===== config.mk =====
export PLATFORM = sky130hd
export DESIGN_NAME = adc_trimmed_mean_filter_core
export DESIGN_NICKNAME = d
export VERILOG_FILES = /design/src/adctmf_pkg.sv /design/src/adctmf_cfg.sv /design/src/adctmf_seq.sv /design/src/adc_trimmed_mean_filter_core.sv
export VERILOG_INCLUDE_DIRS = /design/src /design/src/src
export SDC_FILE = /design/constraint.sdc
export NUM_CORES = 1
export LEC_CHECK = 0
export BUFFER_PORTS_ARGS = -buffer_cell sky130_fd_sc_hd__buf_4
export CELL_PAD_IN_SITES_DETAIL_PLACEMENT = 1
export CELL_PAD_IN_SITES_GLOBAL_PLACEMENT = 1
export CORE_ASPECT_RATIO = 0.9
export CORE_MARGIN = 2
export CORE_UTILIZATION = 46
export DETAILED_ROUTE_END_ITERATION = 10
export PLACE_DENSITY_LB_ADDON = 0.12
export SYNTH_ARGS = -nofsm -noshare
export SYNTH_HDL_FRONTEND = slang
export SYNTH_HIERARCHICAL = 1
export SYNTH_SLANG_ARGS = --single-unit

===== constraint.sdc =====
create_clock -name aclk -period 7.9 [get_ports aclk]
set_input_delay 0.395 -clock aclk [delete_from_list [all_inputs] [get_ports aclk]]
set_output_delay 0.395 -clock aclk [all_outputs]
set_load 0.05 [all_outputs]

===== src/adc_trimmed_mean_filter_core_assert.svh =====
// ----------------------------------------------------------------------------
// Assertion macros for the trimmed mean filter core
// Implication checks clocked on aclk, disabled while aresetn is low.
// ----------------------------------------------------------------------------
`ifndef ADC_TRIMMED_MEAN_FILTER_CORE_ASSERT_SVH
`define ADC_TRIMMED_MEAN_FILTER_CORE_ASSERT_SVH

// same-cycle implication
`define ADCTMF_ASSERT_NOW(label, ante, cons) \
    label: assert property (@(posedge aclk) disable iff (!aresetn) (ante) |-> (cons)) \
        else $error("adctmf assertion failed");

// next-cycle implication
`define ADCTMF_ASSERT_NEXT(label, ante, cons) \
    label: assert property (@(posedge aclk) disable iff (!aresetn) (ante) |=> (cons)) \
        else $error("adctmf assertion failed");

`endif


===== src/adctmf_pkg.sv =====
`timescale 1ns / 1ps
// ----------------------------------------------------------------------------
// adctmf_pkg
// Shared constants, register indexes and types of the trimmed mean filter.
// ----------------------------------------------------------------------------
package adctmf_pkg;

    localparam int BURST_LEN  = 8;
    localparam int CNT_W      = $clog2(BURST_LEN);
    localparam int MID_FIRST  = (BURST_LEN / 2) - 2;
    localparam int WORD_W     = 14;
    localparam int SAMPLE_W   = 13;
    localparam int SIGN_POS   = 13;
    localparam int RESULT_W   = 15;
    localparam int REF_W      = 12;
    localparam int UNIT_W     = 16;
    localparam int PROD_W     = RESULT_W + REF_W;
    localparam int SCALE_SH   = 12;
    localparam int APB_ADDR_W = 3;
    localparam int APB_DATA_W = 32;

    localparam logic [REF_W-1:0] REF_MV_RESET = REF_W'(1175);

    localparam logic REG_REF_MV   = 1'b0;
    localparam logic REG_RAW_MODE = 1'b1;

    typedef enum logic [2:0] {
        ST_IDLE,
        ST_INSERT,
        ST_SUM,
        ST_MUL,
        ST_DONE
    } state_t;

    typedef struct packed {
        logic [REF_W-1:0] ref_mv;
        logic             raw_mode;
    } cfg_t;

    typedef struct packed {
        logic                valid;
        logic [RESULT_W-1:0] value;
    } seq_res_t;

endpackage


===== src/adctmf_cfg.sv =====
`timescale 1ns / 1ps
// ----------------------------------------------------------------------------
// adctmf_cfg
// APB register file: reference in millivolts and raw mode select.
// ----------------------------------------------------------------------------
module adctmf_cfg (
    input  logic                               aclk,
    input  logic                               aresetn,
    input  logic                               psel,
    input  logic                               penable,
    input  logic                               pwrite,
    input  logic [adctmf_pkg::APB_ADDR_W-1:0]  paddr,
    input  logic [adctmf_pkg::APB_DATA_W-1:0]  pwdata,
    output logic [adctmf_pkg::APB_DATA_W-1:0]  prdata,
    output logic                               pready,
    output adctmf_pkg::cfg_t                   cfg
);
    import adctmf_pkg::*;

    logic [REF_W-1:0] ref_mv_reg, ref_mv_next;
    logic             raw_mode_reg, raw_mode_next;
    logic             wr_en;

    assign pready = 1'b1;
    assign wr_en  = psel && penable && pwrite && pready;

    always_comb begin
        ref_mv_next   = ref_mv_reg;
        raw_mode_next = raw_mode_reg;
        if (wr_en) begin
            unique case (paddr[2])
                REG_REF_MV:   ref_mv_next   = pwdata[REF_W-1:0];
                REG_RAW_MODE: raw_mode_next = pwdata[0];
                default:      ;
            endcase
        end
    end

    always_comb begin
        unique case (paddr[2])
            REG_REF_MV:   prdata = APB_DATA_W'(ref_mv_reg);
            REG_RAW_MODE: prdata = APB_DATA_W'(raw_mode_reg);
            default:      prdata = '0;
        endcase
    end

    always_ff @(posedge aclk) begin
        if (!aresetn) begin
            ref_mv_reg   <= REF_MV_RESET;
            raw_mode_reg <= 1'b0;
        end else begin
            ref_mv_reg   <= ref_mv_next;
            raw_mode_reg <= raw_mode_next;
        end
    end

    assign cfg.ref_mv   = ref_mv_reg;
    assign cfg.raw_mode = raw_mode_reg;

endmodule


===== src/adctmf_seq.sv =====
`timescale 1ns / 1ps
// ----------------------------------------------------------------------------
// adctmf_seq
// Sorted sample store with one shared add/subtract unit under a sequencer:
// insertion sort step by step, middle-four sum, optional scaling multiply.
// ----------------------------------------------------------------------------
module adctmf_seq (
    input  logic                            aclk,
    input  logic                            aresetn,
    input  logic                            in_accept,
    input  logic [adctmf_pkg::WORD_W-1:0]   in_word,
    input  adctmf_pkg::cfg_t                cfg,
    input  logic                            out_free,
    output logic                            in_ready,
    output adctmf_pkg::seq_res_t            seq_res
);
    import adctmf_pkg::*;

    localparam logic [CNT_W-1:0] LAST_CNT = CNT_W'(BURST_LEN - 1);
    localparam logic [CNT_W-1:0] MID_IDX  = CNT_W'(MID_FIRST);

    state_t                state_reg, state_next;
    logic [CNT_W-1:0]      count_reg, count_next;
    logic [CNT_W-1:0]      pos_reg, pos_next;
    logic [CNT_W-1:0]      idx_reg, idx_next;
    logic [1:0]            nsum_reg, nsum_next;
    logic [SAMPLE_W-1:0]   samp_reg, samp_next;
    logic [RESULT_W-1:0]   acc_reg, acc_next;
    logic [PROD_W-1:0]     prod_reg, prod_next;
    logic                  raw_sel_reg, raw_sel_next;

    logic [SAMPLE_W-1:0]   store_reg [BURST_LEN];
    logic                  wr_en;
    logic [CNT_W-1:0]      wr_addr;
    logic [SAMPLE_W-1:0]   wr_data;
    logic [CNT_W-1:0]      rd_addr;
    logic [SAMPLE_W-1:0]   rd_data;

    logic [UNIT_W-1:0]     unit_a, unit_b, unit_res;
    logic                  unit_sub;

    assign rd_data  = store_reg[rd_addr];
    assign unit_res = unit_a + (unit_sub ? ~unit_b : unit_b) + UNIT_W'(unit_sub);

    always_comb begin
        state_next   = state_reg;
        count_next   = count_reg;
        pos_next     = pos_reg;
        idx_next     = idx_reg;
        nsum_next    = nsum_reg;
        samp_next    = samp_reg;
        acc_next     = acc_reg;
        prod_next    = prod_reg;
        raw_sel_next = raw_sel_reg;
        wr_en        = 1'b0;
        wr_addr      = pos_reg;
        wr_data      = samp_reg;
        rd_addr      = pos_reg - CNT_W'(1);
        unit_a       = UNIT_W'(samp_reg);
        unit_b       = UNIT_W'(rd_data);
        unit_sub     = 1'b1;
        in_ready     = 1'b0;
        seq_res.valid = 1'b0;
        seq_res.value = raw_sel_reg ? acc_reg : prod_reg[PROD_W-1:SCALE_SH];

        unique case (state_reg)
            ST_IDLE: begin
                in_ready = 1'b1;
                if (in_accept) begin
                    samp_next  = in_word[SIGN_POS] ? '0 : in_word[SAMPLE_W-1:0];
                    pos_next   = count_reg;
                    state_next = ST_INSERT;
                end
            end
            ST_INSERT: begin
                wr_en = 1'b1;
                if (pos_reg != '0 && unit_res[UNIT_W-1]) begin
                    wr_data  = rd_data;
                    pos_next = pos_reg - CNT_W'(1);
                end else if (count_reg == LAST_CNT) begin
                    count_next = '0;
                    idx_next   = MID_IDX;
                    nsum_next  = '0;
                    acc_next   = '0;
                    state_next = ST_SUM;
                end else begin
                    count_next = count_reg + CNT_W'(1);
                    state_next = ST_IDLE;
                end
            end
            ST_SUM: begin
                rd_addr   = idx_reg;
                unit_a    = UNIT_W'(acc_reg);
                unit_sub  = 1'b0;
                acc_next  = unit_res[RESULT_W-1:0];
                idx_next  = idx_reg + CNT_W'(1);
                nsum_next = nsum_reg + 2'd1;
                if (nsum_reg == 2'd3) begin
                    raw_sel_next = cfg.raw_mode;
                    state_next   = cfg.raw_mode ? ST_DONE : ST_MUL;
                end
            end
            ST_MUL: begin
                prod_next  = PROD_W'(acc_reg) * PROD_W'(cfg.ref_mv);
                state_next = ST_DONE;
            end
            ST_DONE: begin
                seq_res.valid = 1'b1;
                if (out_free) begin
                    state_next = ST_IDLE;
                end
            end
            default: state_next = ST_IDLE;
        endcase
    end

    always_ff @(posedge aclk) begin
        if (!aresetn) begin
            state_reg <= ST_IDLE;
            count_reg <= '0;
        end else begin
            state_reg <= state_next;
            count_reg <= count_next;
        end
    end

    always_ff @(posedge aclk) begin
        pos_reg     <= pos_next;
        idx_reg     <= idx_next;
        nsum_reg    <= nsum_next;
        samp_reg    <= samp_next;
        acc_reg     <= acc_next;
        prod_reg    <= prod_next;
        raw_sel_reg <= raw_sel_next;
        if (wr_en) begin
            store_reg[wr_addr] <= wr_data;
        end
    end

endmodule


===== src/adc_trimmed_mean_filter_core.sv =====
`timescale 1ns / 1ps
// ----------------------------------------------------------------------------
// adc_trimmed_mean_filter_core
// Trimmed mean of 8-word ADC bursts: sort, sum middle four, optionally scale.
// ----------------------------------------------------------------------------
// Usage:
//   s_ stream takes one raw ADC word per transaction; a word with its sign
//   bit set enters as zero. Each word is sorted into the store by a shared
//   compare unit, one stored sample per cycle, so a word keeps s_tready low
//   until it has been shifted into place. The eighth word of a burst
//   produces one m_ transaction: the middle four samples are summed through
//   the same unit, the sum is multiplied by ref_millivolts unless raw_mode
//   is set, then the result is handed to the output register. Other words
//   produce no result.
//   APB registers: ref_millivolts at 0x0, raw_mode at 0x4; write them only
//   while the block is idle.
//   Reset clears the burst count, the output valid flag and the registers
//   to their defaults. If the receiver stalls, the result holds in the
//   output register and input keeps flowing until the next result is
//   ready; the sequencer then waits with s_tready low.
// ----------------------------------------------------------------------------
module adc_trimmed_mean_filter_core (
    input  logic                               aclk,
    input  logic                               aresetn,
    input  logic                               s_tvalid,
    output logic                               s_tready,
    input  logic [15:0]                        s_tdata,   // [13:0] adc_word
    output logic                               m_tvalid,
    input  logic                               m_tready,
    output logic [15:0]                        m_tdata,   // [14:0] result_value
    input  logic                               psel,
    input  logic                               penable,
    input  logic                               pwrite,
    input  logic [adctmf_pkg::APB_ADDR_W-1:0]  paddr,
    input  logic [adctmf_pkg::APB_DATA_W-1:0]  pwdata,
    output logic [adctmf_pkg::APB_DATA_W-1:0]  prdata,
    output logic                               pready
);
    import adctmf_pkg::*;

    `include "adc_trimmed_mean_filter_core_assert.svh"

    cfg_t                cfg;
    seq_res_t            seq_res;
    logic                in_accept;
    logic                out_free;
    logic                out_load;
    logic                m_tvalid_reg, m_tvalid_next;
    logic [RESULT_W-1:0] m_value_reg, m_value_next;

    assign in_accept = s_tvalid && s_tready;
    assign out_free  = !m_tvalid_reg || m_tready;
    assign out_load  = seq_res.valid && out_free;

    adctmf_cfg u_cfg (
        .aclk    (aclk),
        .aresetn (aresetn),
        .psel    (psel),
        .penable (penable),
        .pwrite  (pwrite),
        .paddr   (paddr),
        .pwdata  (pwdata),
        .prdata  (prdata),
        .pready  (pready),
        .cfg     (cfg)
    );

    adctmf_seq u_seq (
        .aclk      (aclk),
        .aresetn   (aresetn),
        .in_accept (in_accept),
        .in_word   (s_tdata[WORD_W-1:0]),
        .cfg       (cfg),
        .out_free  (out_free),
        .in_ready  (s_tready),
        .seq_res   (seq_res)
    );

    always_comb begin
        m_tvalid_next = m_tvalid_reg;
        m_value_next  = m_value_reg;
        if (out_load) begin
            m_tvalid_next = 1'b1;
            m_value_next  = seq_res.value;
        end else if (m_tready) begin
            m_tvalid_next = 1'b0;
        end
    end

    always_ff @(posedge aclk) begin
        if (!aresetn) begin
            m_tvalid_reg <= 1'b0;
        end else begin
            m_tvalid_reg <= m_tvalid_next;
        end
    end

    always_ff @(posedge aclk) begin
        m_value_reg <= m_value_next;
    end

    assign m_tvalid = m_tvalid_reg;
    assign m_tdata  = 16'(m_value_reg);

    `ADCTMF_ASSERT_NEXT(a_busy_after_accept, in_accept, !s_tready)
    `ADCTMF_ASSERT_NEXT(a_result_held, seq_res.valid && !out_free, seq_res.valid)
    `ADCTMF_ASSERT_NOW(a_no_accept_with_result, seq_res.valid, !s_tready)
    `ADCTMF_ASSERT_NEXT(a_load_sets_valid, out_load, m_tvalid)

endmodule


Word level (Yosys, flattened, before mapping)

Memories as Yosys holds them, arrays and structs flattened.
Index checks and enable logic that the tools add are counted.

Bits in registers: 99
RAM bits: 104
Bits of input ports: 58
Output and inout bits: 51
Logic and storage cells: 91
Memories: 1

Memory list:

| name            | depth | width | rd ports | clocked after memory_dff | wr ports | RTL line         | text |
|---|---|---|---|---|---|---|---|
| u_seq.store_reg | 8     | 13    | 1        | 0                        | 1        | adctmf_seq.sv:32 | `logic [SAMPLE_W-1:0] store_reg [BURST_LEN];` |

$add $sub $neg: 6
Multipliers: 1
Eq/ne operators: 12
Multiplexer cells: 35
Bitwise logic cells: 3
Reduce and logical (&&, ||, !) cells: 20

Operators by type and width:

| kind                                                                     | number |
|---|---|
| 32-bit case mux with 2 select lines                                      | 1 |
| 15-bit two-way mux                                                       | 4 |
| 3-bit two-way mux                                                        | 11 |
| 15-bit case mux with 2 select lines                                      | 1 |
| 15-bit by 12-bit multiplier with 27-bit output                           | 1 |
| 13-bit two-way mux                                                       | 2 |
| 15-bit by 16-bit adder with 16-bit output                                | 1 |
| 16-bit by 1-bit adder with 16-bit output                                 | 1 |
| 16-bit two-way mux                                                       | 1 |
| 13-bit inverter with 16-bit output                                       | 1 |
| 3-bit case mux with 5 select lines                                       | 1 |
| 3-bit case mux with 2 select lines                                       | 2 |
| 2-bit AND reduction                                                      | 5 |
| 1-bit two-way mux                                                        | 8 |
| 3-bit by 1-bit adder with 3-bit output (second input constant)           | 2 |
| 3-bit by 2-bit == test with 1-bit output (second input constant)         | 2 |
| 3-bit == test (second input constant)                                    | 2 |
| 2-bit two-way mux                                                        | 3 |
| 2-bit by 1-bit inequality test with 1-bit output (second input constant) | 3 |
| 2-bit inequality test (second input constant)                            | 3 |
| 3-bit AND reduction                                                      | 2 |
| 2-bit nonzero test                                                       | 3 |
| 1-bit logical AND                                                        | 5 |
| 2-bit case mux with 2 select lines                                       | 1 |
| other kinds (10)                                                         | 11 |

Depth between registers and ports, before layout

Gate-level depths: netlist of run 1.
An unclocked memory read counts as a cell.

Word-level depth: 10
Gate-level depth with buffers: 22
Gate-level depth less buffers: 21

Modules after synthesis

Netlist of run 1, hierarchy kept.

Modules (own cells, without submodules):

| module                       | instances | cells an instance | area each (µm²) | sequential area each (µm²) |
|---|---|---|---|---|
| adctmf_seq                   | 1         | 1127              | 12877.4         | 4804.6 |
| adctmf_cfg                   | 1         | 95                | 832.0           | 260.2 |
| adc_trimmed_mean_filter_core | 1         | 23                | 525.5           | 470.5 |

Least setup slack after synthesis of run 1

OpenSTA, ideal clock, no wires.

Path type: register to register
From: register u_seq.pos_reg[0]
To: register u_seq.acc_reg[0] (enable)
Setup time: 404 ps
Arrival time: 5315 ps
Required time: 7496 ps
Setup slack: 2182 ps
Cell stages (with the launch flop): 18
Path buffers: 3
Period minus slack after synthesis: 5718 ps
Cells stage by stage: edfxtp_1 > clkbuf_1 > inv_1 > ha_1 > mux2i_4 > buf_1 > mux4_2 > mux2i_1 > xnor2_1 > ha_1 > nor3_1 > o2bb2ai_1 > nor3_2 > nor2_2 > o31ai_4 > nor3_4 > buf_6 > a21oi_1

Longest elaborated chain between the ends: 10
Elaborated cells between the ends (all ways): 11
Classes of those cells: add/sub (3); eq/ne (1); mux (2); bitwise (1); reduce/logical (3); memory (1)

Ends and longest elaborated chain:

| element                                     | RTL line          | text |
|---|---|---|
| start: declaration                          | adctmf_seq.sv:24  | `logic [CNT_W-1:0] pos_reg, pos_next;` |
| start signal: assignment                    | adctmf_seq.sv:128 | `pos_reg <= pos_next;` |
| 3-bit by 1-bit subtractor with 3-bit output | adctmf_seq.sv:58  | `rd_addr = pos_reg - CNT_W'(1);` |
| 3-bit two-way mux                           | adctmf_seq.sv:66  | `unique case (state_reg)` |
| memory read 8 x 13 bit                      | n/a               |  |
| 13-bit inverter with 16-bit output          | adctmf_seq.sv:43  | `assign unit_res = unit_a + (unit_sub ? ~unit_b : unit_b) + UNIT_W'(unit_sub);` |
| 16-bit two-way mux                          | adctmf_seq.sv:43  |  |
| 15-bit by 16-bit adder with 16-bit output   | adctmf_seq.sv:43  |  |
| 16-bit by 1-bit adder with 16-bit output    | adctmf_seq.sv:43  |  |
| 1-bit logical AND *                         | adctmf_seq.sv:77  | `if (pos_reg != '0 && unit_res[UNIT_W-1]) begin` |
| 2-bit inequality test (no line) *           | n/a               |  |
| 3-bit AND reduction (no line) *             | n/a               |  |
| end signal: assignment                      | adctmf_seq.sv:132 | `acc_reg <= acc_next;` |
| end: declaration                            | adctmf_seq.sv:28  | `logic [RESULT_W-1:0] acc_reg, acc_next;` |

Mark *: on every way between the ends. The rest lies on a longest branch, timed or not.
A chain may end at the register's enable or synchronous reset.

Worst setup path in the final report of run 1

From: register u_seq.state_reg[1]
To: memory u_seq.store_reg[6][6] (data pin)

Longest elaborated chain between the ends: 10
Elaborated cells between the ends (all ways): 13
Classes of those cells: add/sub (2); eq/ne (2); mux (6); bitwise (1); reduce/logical (1); memory (1)

Ends and longest elaborated chain:

| element                                   | RTL line          | text |
|---|---|---|
| start: declaration                        | adctmf_seq.sv:22  | `state_t state_reg, state_next;` |
| start signal: assignment                  | adctmf_seq.sv:122 | `state_reg <= state_next;` |
| 3-bit by 2-bit == test with 1-bit output  | adctmf_seq.sv:66  |  |
| 3-bit two-way mux                         | adctmf_seq.sv:66  |  |
| memory read 8 x 13 bit                    | n/a               |  |
| 13-bit inverter with 16-bit output        | adctmf_seq.sv:43  |  |
| 16-bit two-way mux                        | adctmf_seq.sv:43  |  |
| 15-bit by 16-bit adder with 16-bit output | adctmf_seq.sv:43  |  |
| 16-bit by 1-bit adder with 16-bit output  | adctmf_seq.sv:43  |  |
| 1-bit logical AND                         | adctmf_seq.sv:77  |  |
| 13-bit two-way mux                        | adctmf_seq.sv:77  |  |
| 13-bit two-way mux *                      | adctmf_seq.sv:66  |  |
| net u_seq.wr_data[6]                      | adctmf_seq.sv:35  | `logic [SAMPLE_W-1:0] wr_data;` |
| end: declaration                          | adctmf_seq.sv:32  |  |

Mark *: on every way through the listed nets, which the timed path passes. The rest lies on a longest branch.

==> impl_results.md, run 1 <==
- Status: completed
- Yosys top cell by area: edfxtp_1
- Hold_ws: 0.195 ns
- Final GP Congestion: 0.784
- Area grow syn2layout: 9.43%
- Largest cells by area after synthesis: edfxtp_1, fa_1, ha_1, inv_1, nand2_1
- Final WL: 32,100 um
- Final max-slew violation count: 0
- # diodes: 0
- CTS Buffer Depth: 2
- Post-CTS Setup Repair Bufs: 0
- Fillcell total: 3,255
- Hold Buf Count CTS: 0
- Minimum clock period: 6.42 ns
- Most common cell after layout, fill and taps aside: inv_1
- Synth Register Bits: 191
- Clk pin slew, worst setup/hold paths: 0.09 ns
- Post-DR vias/cell: 5.14
- Pwr/cell area: 191 nW/um2
- Nets: 1,544
- First-pass GRT wire length: 52,300 um
- Final setup fails: 0
- Clock Sink Count: 191
- Tcrit/Tclk final: 81.3%
- Worst setup EP type: register
- Largest net degree at the start of global routing: 42
- Initial DRT Pass Iterations: 5
- Share of layout cells above drive strength 1: 12.9%
- Synth Flop Type: edfxtp_1
- GRT overflow: 0
- Synth cell types: 65
- DRC viols: 0
- Largest register FFs: 104
- Final Non-Filler Cells: 1,699
- Die height: 171 um
- Core area: 30,700 um2
- CP max stage delay: 0.93 ns
- Clock Latency Late Sink: 0.44 ns
- RSZ-0062 raised after global routing: no
- Critical Path AT: 6.58 ns
- IO Pins: 109
- Cells after Synth: 1,245
- Crit start category: register
- CP Cell Sequence: or3b_2 -> buf_4 -> a21oi_2 -> buf_4 -> mux4_2 -> mux2i_1 -> xnor2_1 -> ha_1 -> a21oi_1 -> o21bai_1 -> a21oi_1 -> o21bai_1 -> a21oi_1 -> o31ai_4 -> nor3_4 -> mux2i_1
- Dpl hpwl: 23,000 um
- Worst-Margin Slew: 1.16 ns
- Worst slew margin: 22.5%
- Initial Utilization: 46.4%
- Die width: 189 um
- Critical path's slowest cell: a21oi_2
- Die area: 32,400 um2
- Post-CTS Resized: 0
- Synth warn: 6
- Sequential share of the synthesized area: 38.9%
- CTS Buf Count: 17
- Asr flop ratio synth: 0%
- Syn_area_per_cell: 11.4 um2
- Top-area cell type share of the netlist area: 36.1%
- Crit path kind: register to register
- Number of H-tree levels: 4
- CP dominant cell by count: a21oi_1
- Hold WC Path Type: input pin to register
- Port-buffer cells: 62
- Fmax: 0.156 GHz
- Detailed router's first-iteration violation count: 407
- Sum Neg Setup Slack: 0 ns
- Post-DRT Antenna Nets: 0
- Final Hold Vio Count: 0
- # rows: 61
- Total GRT Usage: 21.1%
- Peak supply drop: 0.000165 V
- Initial antenna violation count: 0
- Worst Path Required: 8.05 ns
- Via count: 8,726
- Max-cap violations: 0
- Clk_skew: 0.0193 ns
- Synth Cell Area: 14,200 um2
- Number of global-route vias before repair: 9,485
- Placed cell count: 1,667
- EDFF count, synth: 171
- Total power: 2980 uW
- Critical path peak fanout: 41
- Leading cell types in the layout, fill and taps excluded: inv_1, edfxtp_1, nand2_1
- Routed len/inst: 18.9 um
- Root Driver: clkbuf_16
- CTS tree: done
- Leak pwr: 0.00665 uW
## cell usage after synthesis, types with 3 or more instances
cell and n:
nor3_1 12, conb_1 3, clkbuf_1 43, mux2_2 16, nor3b_1 3, ha_1 79
o211ai_1 3, buf_1 5, mux2i_1 56, nand3_1 5, dfxtp_1 20, o21bai_1 6
inv_1 185, o21ai_0 20, nand4_1 5, buf_4 25, edfxtp_1 171, nand2_1 169
mux4_2 23, a211oi_1 5, o21a_1 8, xnor2_1 27, a21oi_1 28, a31oi_1 3
nor2_1 34, xor2_1 9, and3_1 3, nor2b_1 39, and2_1 66, buf_6 3
a21o_1 4, fa_1 130
## metal layers
metal	global-route usage, %	routed length [um]	vias up
li1	-	-	4106
met1	29.0	15100	4487
met2	36.4	15900	116
met3	2.67	893	17
met4	3.81	235	0
met5	0	0	-
## kinds of logic after synthesis
group / synth area share (%)
XOR/XNOR: 2.22
other: 0.0791
flip-flops: 38.9
AND/OR/NAND/NOR: 12.2
buffers and inverters: 7.88
multiplexers: 9.42
AO/OA/AOI/OAI: 4.11
adder cells (fa/ha/maj): 25.2
## final timing paths
path,slack [ns],startpoint,endpoint,depth (start not counted)
max,1.48,u_seq/state_reg[1],u_seq/store_reg[6][6],16
min reg2reg,0.50,u_seq/count_reg[2],u_seq/count_reg[2],2
min,0.19,pwdata[8],u_cfg/ref_mv_reg[8],3
max reg2reg,1.48,u_seq/state_reg[1],u_seq/store_reg[6][6],16
## power breakdown
part / switching, uW / internal (uW) / leakage, uW / total (uW)
Clock: 441 / 426 / 0.000289 / 866
Sequential: 31.3 / 1180 / 0.00177 / 1210
Combinational: 521 / 383 / 0.00458 / 904
Total: 993 / 1990 / 0.00665 / 2980
## area by class of cell
class | instances | area [um2] | share of cell area, %
inverter | 185 | 694 | 4.46
timing repair buffer | 72 | 541 | 3.47
clock buffer | 17 | 425 | 2.73
tap | 409 | 512 | 3.29
sequential | 191 | 5540 | 35.5
clock inverter | 15 | 168 | 1.08
multi-input combinational | 810 | 7700 | 49.4
## worst max-delay path: cells and delay by family, from the launching register on
family,cells,cell delay [ns]
xor gates and xnor gates,1,0.15
AOI/OAI and AO/OA,7,1.87
muxes,3,1.19
buffers and inverters,2,0.67
adders and majority gates,1,0.24
and+or+nand+nor,2,1.45
DFF,1,0.54
## stage by stage
step / setup slack [ns] / cell area [um2] / util (%)
2_1_floorplan: 2.18 / 14300 / -
3_3_place_gp: 1.60 / 15000 / 48.8
3_5_place_dp: 1.38 / 15000 / 48.8
4_1_cts: 1.35 / 15600 / 50.8
5_1_grt: 0.899 / 15600 / 50.8
6_report: 1.48 / 15600 / 50.8
(Power assumes the default switching activity.)
==> inputs of run 2 (changes only) <==
--- a/config.mk
+++ b/config.mk
@@ -11,7 +11,7 @@
 export CELL_PAD_IN_SITES_GLOBAL_PLACEMENT = 1
 export CORE_ASPECT_RATIO = 0.9
 export CORE_MARGIN = 2
-export CORE_UTILIZATION = 46
+export CORE_UTILIZATION = 45
 export DETAILED_ROUTE_END_ITERATION = 10
 export PLACE_DENSITY_LB_ADDON = 0.12
 export SYNTH_ARGS = -nofsm -noshare
==> constraint.sdc (replaced) <==
create_clock -name aclk -period 5.2 [get_ports aclk]
set_input_delay 0.26 -clock aclk [delete_from_list [all_inputs] [get_ports aclk]]
set_output_delay 0.26 -clock aclk [all_outputs]
set_load 0.05 [all_outputs]
==> run 2 against run 1 <==
The run now ends with setup timing left. Final cell count up 6.8%. Die area up 2.2%. Via count up 6.7%. Count of clock-buffer cells in the layout unchanged. Non-clock buffer count up 115. Global-route usage up 1.6 points. Fmax up 17%. Largest power group unchanged. Highest routed layer unchanged.
==> impl_results.md, run 2 (same netlist as run 1, synthesis figures left out) <==
- Initial Utilization: 45.9% (-0.46 points)
- Total GRT Usage: 22.7% (+1.6 points)
- Number of global-route vias before repair: 10,300 (+8.7%)
- Via count: 9,307 (+6.7%)
- Minimum clock period: 5.48 ns (-0.944 ns)
- Worst slew margin: 33.6% (+11 points)
- Initial DRT Pass Iterations: 4 (-1)
- Critical Path AT: 5.79 ns (-0.79 ns)
- Initial antenna violation count: 0 (unchanged)
- Clk_skew: 0.0156 ns (-0.00369 ns)
- First-pass GRT wire length: 57,400 um (+9.8%)
- Number of H-tree levels: 4 (unchanged)
- # diodes: 0 (unchanged)
- Hold WC Path Type: input pin to register
- Crit start category: register
- Largest register FFs: 104 (unchanged)
- IO Pins: 109 (unchanged)
- Pwr/cell area: 281 nW/um2 (+47%)
- Dpl hpwl: 26,500 um (+15%)
- Detailed router's first-iteration violation count: 472 (+16%)
- Clock Sink Count: 191 (unchanged)
- Sum Neg Setup Slack: -1.45 ns (-1.45 ns)
- CTS Buf Count: 17 (unchanged)
- Most common cell after layout, fill and taps aside: inv_1
- Max-cap violations: 0 (unchanged)
- Final max-slew violation count: 0 (unchanged)
- RSZ-0062 raised after global routing: yes
- Hold Buf Count CTS: 0 (unchanged)
- Nets: 1,659 (+7.4%)
- Clock Latency Late Sink: 0.46 ns (+0.02 ns)
- CTS Buffer Depth: 2 (unchanged)
- Root Driver: clkbuf_16
- Crit path kind: register to register
- Die area: 33,100 um2 (+2.2%)
- Fillcell total: 3,263 (+0.25%)
- Port-buffer cells: 62 (unchanged)
- Final GP Congestion: 0.822 (+4.8%)
- # rows: 61 (unchanged)
- Peak supply drop: 0.000325 V (+97%)
- Status: finished with violations
- Multi-input logic area: 7980 um2 (+3.6%)
- Tcrit/Tclk final: 105% (+24 points)
- Worst Path Required: 5.51 ns (-2.54 ns)
- Worst-Margin Slew: 0.997 ns (-0.166 ns)
- Final setup fails: 7 (+7)
- Failing checks: setup timing
- Core area: 31,000 um2 (+1.0%)
- Die width: 191 um (+1.1%)
- Final WL: 35,600 um (+11%)
- Final core utilization: 54.3% (+3.6 points)
- Reg area: 5540 um2 (about the same)
- Critical path peak fanout: 4 (-90%)
- Largest net degree at the start of global routing: 38 (-9.5%)
- DRC viols: 0 (unchanged)
- Routed len/inst: 19.6 um (+3.9%)
- Clk pin slew, worst setup/hold paths: 0.09 ns (about the same)
- CTS tree: done
- GRT overflow: 0 (unchanged)
- Fmax: 0.183 GHz (+17%)
- Final Hold Vio Count: 0 (unchanged)
- Worst setup EP type: register
- Share of layout cells above drive strength 1: 23.9% (+11 points)
- Setup ws final: -0.279 ns (-1.76 ns)
- Leading cell types in the layout, fill and taps excluded: inv_1, buf_4, edfxtp_1
- Post-DR vias/cell: 5.13 (-0.10%)
- Die height: 173 um (+1.1%)
- Leak pwr: 0.00728 uW (+9.6%)
- Area grow syn2layout: 18.3%
- Post-DRT Antenna Nets: 0 (unchanged)
-- run 2: changes by cell type in the layout (fill, tap and decap cells not counted), moves of 6 or more --
cell and delta:
buf_4 +100, mux2i_1 -12, buf_12 +8, mux2i_2 +8
buf_6 +6, ha_1 -6
-- run 2: area by class of cell --
type,count,share of cell area [%]
multi-input cells,810,47.4
flip-flops and latches,191,32.9
repair buffers,187,9.05
inverters,185,4.12
well taps,409,3.04
clock buffers,17,2.53
clock inverters,15,1.00
-- run 2: worst paths after layout --
kind / slack, ns / cells after the start / endpoint / startpoint
worst max-delay path: -0.28 / 19 / u_seq/prod_reg[26] / u_seq/acc_reg[5]
worst min-delay path: 0.06 / 3 / u_cfg/ref_mv_reg[11] / pwdata[11]
worst max register to register: -0.28 / 19 / u_seq/prod_reg[26] / u_seq/acc_reg[5]
worst min register to register: 0.48 / 2 / u_seq/count_reg[1] / u_seq/count_reg[1]
-- run 2: per-layer routing --
| metal | track usage [%] | wire length (um) | vias up |
|---|---|---|---|
| met5 | 0 | 0 | - |
| met3 | 3.17 | 1060 | 36 |
| li1 | - | - | 4342 |
| met1 | 30.1 | 15800 | 4782 |
| met2 | 39.1 | 18200 | 147 |
| met4 | 5.87 | 622 | 0 |
-- run 2: where the power goes --
group | leakage [uW] | total [uW] | switching (uW) | internal (uW)
registers | 0.00177 | 1820 | 31.6 | 1790
clock network | 0.000280 | 1340 | 694 | 646
logic | 0.00523 | 1570 | 886 | 681
-- run 2: critical path: stages, from the launching register on --
cell      delay, ns
edfxtp_1       0.40
buf_4          0.15
nand2_1        0.10
fa_1           0.52
inv_1          0.06
fa_1           0.56
fa_1           0.44
fa_1           0.49
inv_1          0.05
fa_1           0.50
inv_2          0.05
ha_4           0.23
a21o_1         0.18
a21oi_2        0.20
nor3b_4        0.24
a211o_1        0.23
a31oi_4        0.12
a311o_1        0.35
a2111o_1       0.38
nand3_1        0.09
-- run 2: metrics by stage --
step           hold slack [ns]  total power [uW]  worst slack (ns)  std cells  cell area (um2)
2_1_floorplan            0.399              2950            0.0124       1264            14400
3_3_place_gp             0.467              3340            -0.275       1753            15800
5_1_grt                 0.0546              4970            -0.461       1814            16800
6_report                0.0558              4730            -0.279       1814            16800
4_1_cts                 0.0423              4730            -0.192       1806            16700
3_5_place_dp             0.477              3380            -0.378       1753            15800
-- run 2: repair_timing --
action	4_1_cts	5_1_grt
resized for setup	44	23
pin swaps	23	6
endpoints found under the setup margin	8	99
hold endpoints to repair	0	0
buffers inserted	22	8
==> inputs of run 3 (changes only) <==
--- a/config.mk
+++ b/config.mk
@@ -6,12 +6,13 @@
 export SDC_FILE = /design/constraint.sdc
 export NUM_CORES = 1
 export LEC_CHECK = 0
+export ABC_AREA = 0
 export BUFFER_PORTS_ARGS = -buffer_cell sky130_fd_sc_hd__buf_4
 export CELL_PAD_IN_SITES_DETAIL_PLACEMENT = 1
 export CELL_PAD_IN_SITES_GLOBAL_PLACEMENT = 1
 export CORE_ASPECT_RATIO = 0.9
 export CORE_MARGIN = 2
-export CORE_UTILIZATION = 45
+export CORE_UTILIZATION = 35
 export DETAILED_ROUTE_END_ITERATION = 10
 export PLACE_DENSITY_LB_ADDON = 0.12
 export SYNTH_ARGS = -nofsm -noshare
==> run 3 against run 2 <==
The run still ends with setup timing left. Largest power group unchanged. First-iteration DRC count down 5.7%. Sequential cell count unchanged. Final area grew 1.1%. Final cell count grew 7.6%. Die area grew 28%. Combinational power about the same. Sequential power hardly changed. Setup slack gained 0.10 ns. Register-to-register slack better by 0.10 ns. Non-clock buffer count up 7. Critical path depth is the same.
==> impl_results.md, run 3 (same netlist as run 1, synthesis figures left out) <==
- Worst Reg-to-Reg Cells: 19 (unchanged)
- Initial antenna violation count: 0 (unchanged)
- Share of layout cells above drive strength 1: 24.2% (+0.31 points)
- Core area: 40,400 um2 (+30%)
- Leading cell types in the layout, fill and taps excluded: inv_1, buf_4, edfxtp_1
- CTS Buffer Depth: 2 (unchanged)
- Post-DRT Antenna Nets: 0 (unchanged)
- Met2 Usage GRT: 29.8% (-9.3 points)
- Placed cell count: 1,884 (+7.5%)
- Routed len/inst: 17.9 um (-8.9%)
- Final GP Congestion: 0.803 (-2.2%)
- M3 GR Usage: 2.85% (-0.32 points)
- Global route hottest layer: met2
- GRT overflow: 0 (unchanged)
- Critical Path AT: 5.70 ns (-0.09 ns)
- Dpl hpwl: 26,500 um (about the same)
- Die width: 217 um (+13%)
- Clock Sink Count: 191 (unchanged)
- # diodes: 0 (unchanged)
- Clk_skew: 0.0133 ns (-0.00228 ns)
- Fmax: 0.186 GHz (+1.9%)
- Min-delay src: pwdata[3]
- Hold WC Path Type: input pin to register
- Final core utilization: 42.2% (-12 points)
- Via count: 9,142 (-1.8%)
- Met1 GRT Util: 23.7% (-6.3 points)
- Leak pwr: 0.00732 uW (+0.53%)
- Reg-to-Reg End: u_seq/prod_reg[26]
- Final Hold Vio Count: 0 (unchanged)
- Worst slew margin: 27.2% (-6.3 points)
- IO Pins: 109 (unchanged)
- Final Non-Filler Cells: 1,952 (+7.6%)
- Setup slack at placement: -0.405 ns (-0.0271 ns)
- RSZ-0062 raised after global routing: yes
- Number of global-route vias before repair: 10,100 (-2.3%)
- Hold_ws: 0.0477 ns (-0.00809 ns)
- Hold EP: u_cfg/ref_mv_reg[3]
- Critical path peak fanout: 4 (unchanged)
- Crit start category: register
- Tcrit/Tclk final: 103% (-1.9 points)
- Peak supply drop: 0.000330 V (+1.6%)
- Failing checks: setup timing
- Final instance area: 17,000 um2 (+1.1%)
- Post-DR vias/cell: 4.68 (-8.7%)
- Area grow syn2layout: 19.6%
- Total GRT Usage: 17.4% (-5.3 points)
- Worst setup EP type: register
- DP Area: 15,900 um2 (+0.92%)
- Clk pin slew, worst setup/hold paths: 0.08 ns (about the same)
- Final max-slew violation count: 0 (unchanged)
- First-pass GRT wire length: 56,700 um (-1.3%)
- Detailed router's first-iteration violation count: 445 (-5.7%)
- Initial DRT Pass Iterations: 4 (unchanged)
- CTS tree: done
- Most common cell after layout, fill and taps aside: inv_1
- DRC viols: 0 (unchanged)
- Hold Path Cell Cnt: 3 (unchanged)
- Max-cap violations: 0 (unchanged)
- Number of H-tree levels: 4 (unchanged)
- Die area: 42,300 um2 (+28%)
- Register-to-Register Setup Slack: -0.18 ns (+0.10 ns)
- Nets: 1,666 (+0.42%)
- Minimum clock period: 5.38 ns (-0.0997 ns)
- Initial Utilization: 35.3% (-11 points)
- Final setup fails: 8 (+1)
- # rows: 70 (+15%)
- Crit path kind: register to register
- Largest register FFs: 104 (unchanged)
- Pwr/cell area: 276 nW/um2 (-1.8%)
- Die height: 195 um (+13%)
- Clock Latency Late Sink: 0.46 ns (about the same)
- CTS Buf Count: 17 (unchanged)
- Worst Path Required: 5.52 ns (about the same)
- Root Driver: clkbuf_16
- Worst R2R Start: u_seq/acc_reg[5]
- Worst-Margin Slew: 1.08 ns (+0.0859 ns)
- Largest net degree at the start of global routing: 40 (+5.3%)
- Port-buffer cells: 62 (unchanged)
- Setup ws final: -0.179 ns (+0.0997 ns)
- Final WL: 34,900 um (-1.9%)
- Status: finished with violations
-- run 3: changes by cell type in the layout (fill, tap and decap cells not counted), sizes merged --
cell | before | now
clkinvlp | 3 | 1
bufinv | 0 | 1
clkbuf | 17 | 18
buf | 187 | 194
-- run 3: worst max path at each step --
stage / startpoint / end / cells past startpoint / slack [ns]
global placement: u_seq/acc_reg[4] / u_seq/prod_reg[26] / 19 / -0.31
global route: u_seq/acc_reg[5] / u_seq/prod_reg[26] / 19 / -0.42
finish: u_seq/acc_reg[5] / u_seq/prod_reg[26] / 19 / -0.18
CTS: u_seq/acc_reg[3] / u_seq/prod_reg[26] / 18 / -0.24
detailed placement: u_seq/acc_reg[4] / u_seq/prod_reg[26] / 19 / -0.40
floorplan: u_seq/acc_reg[10] / u_seq/prod_reg[25] / 19 / 0.01
-- run 3: final cells by class --
| class | instances | area (um2) |
|---|---|---|
| Tap cell | 540 | 676 |
| Fill cell | 4311 | 23400 |
| Clock inverter | 14 | 153 |
| Inverter | 185 | 694 |
| Multi-Input combinational cell | 810 | 7940 |
| Sequential cell | 191 | 5540 |
| Timing Repair Buffer | 194 | 1590 |
| Clock buffer | 18 | 429 |
-- run 3: report_power, final --
group	total, uW	internal, uW	leakage (uW)	switching (uW)
sequential	1820	1790	0.00177	27.5
combinational	1550	678	0.00526	873
clock	1330	679	0.000284	648
-- run 3: worst max-delay path, stage by stage, from the launching register on --
cell      delay (ns)
edfxtp_1        0.46
and2_4          0.20
fa_1            0.52
inv_1           0.05
fa_1            0.55
inv_1           0.06
fa_2            0.42
fa_1            0.49
inv_1           0.05
fa_1            0.47
inv_1           0.06
ha_4            0.15
a21o_1          0.18
a21oi_2         0.18
nor3b_4         0.22
a211o_1         0.25
a31oi_4         0.12
a311o_1         0.36
a2111o_1        0.38
nand3_1         0.08
-- run 3: per-stage QoR --
| stage | total power [uW] | TNS (ns) |
|---|---|---|
| 2_1_floorplan | 2950 | 0 |
| 3_3_place_gp | 3380 | -1.27 |
| 3_5_place_dp | 3400 | -1.93 |
| 4_1_cts | 4740 | -0.966 |
| 5_1_grt | 4950 | -2.59 |
| 6_report | 4700 | -0.882 |
-- run 3: per-layer routing --
metal	vias to the layer above	routed length (um)
met4	0	167
li1	4351	-
met2	77	17200
met3	10	762
met5	-	0
met1	4704	16900
-- run 3: timing repair --
action | 4_1_cts | 5_1_grt
setup endpoints to repair | 8 | 48
resized for setup | 41 | 28
pin swaps | 25 | 12
buffers inserted | 32 | 10
hold buffers | 0 | 0
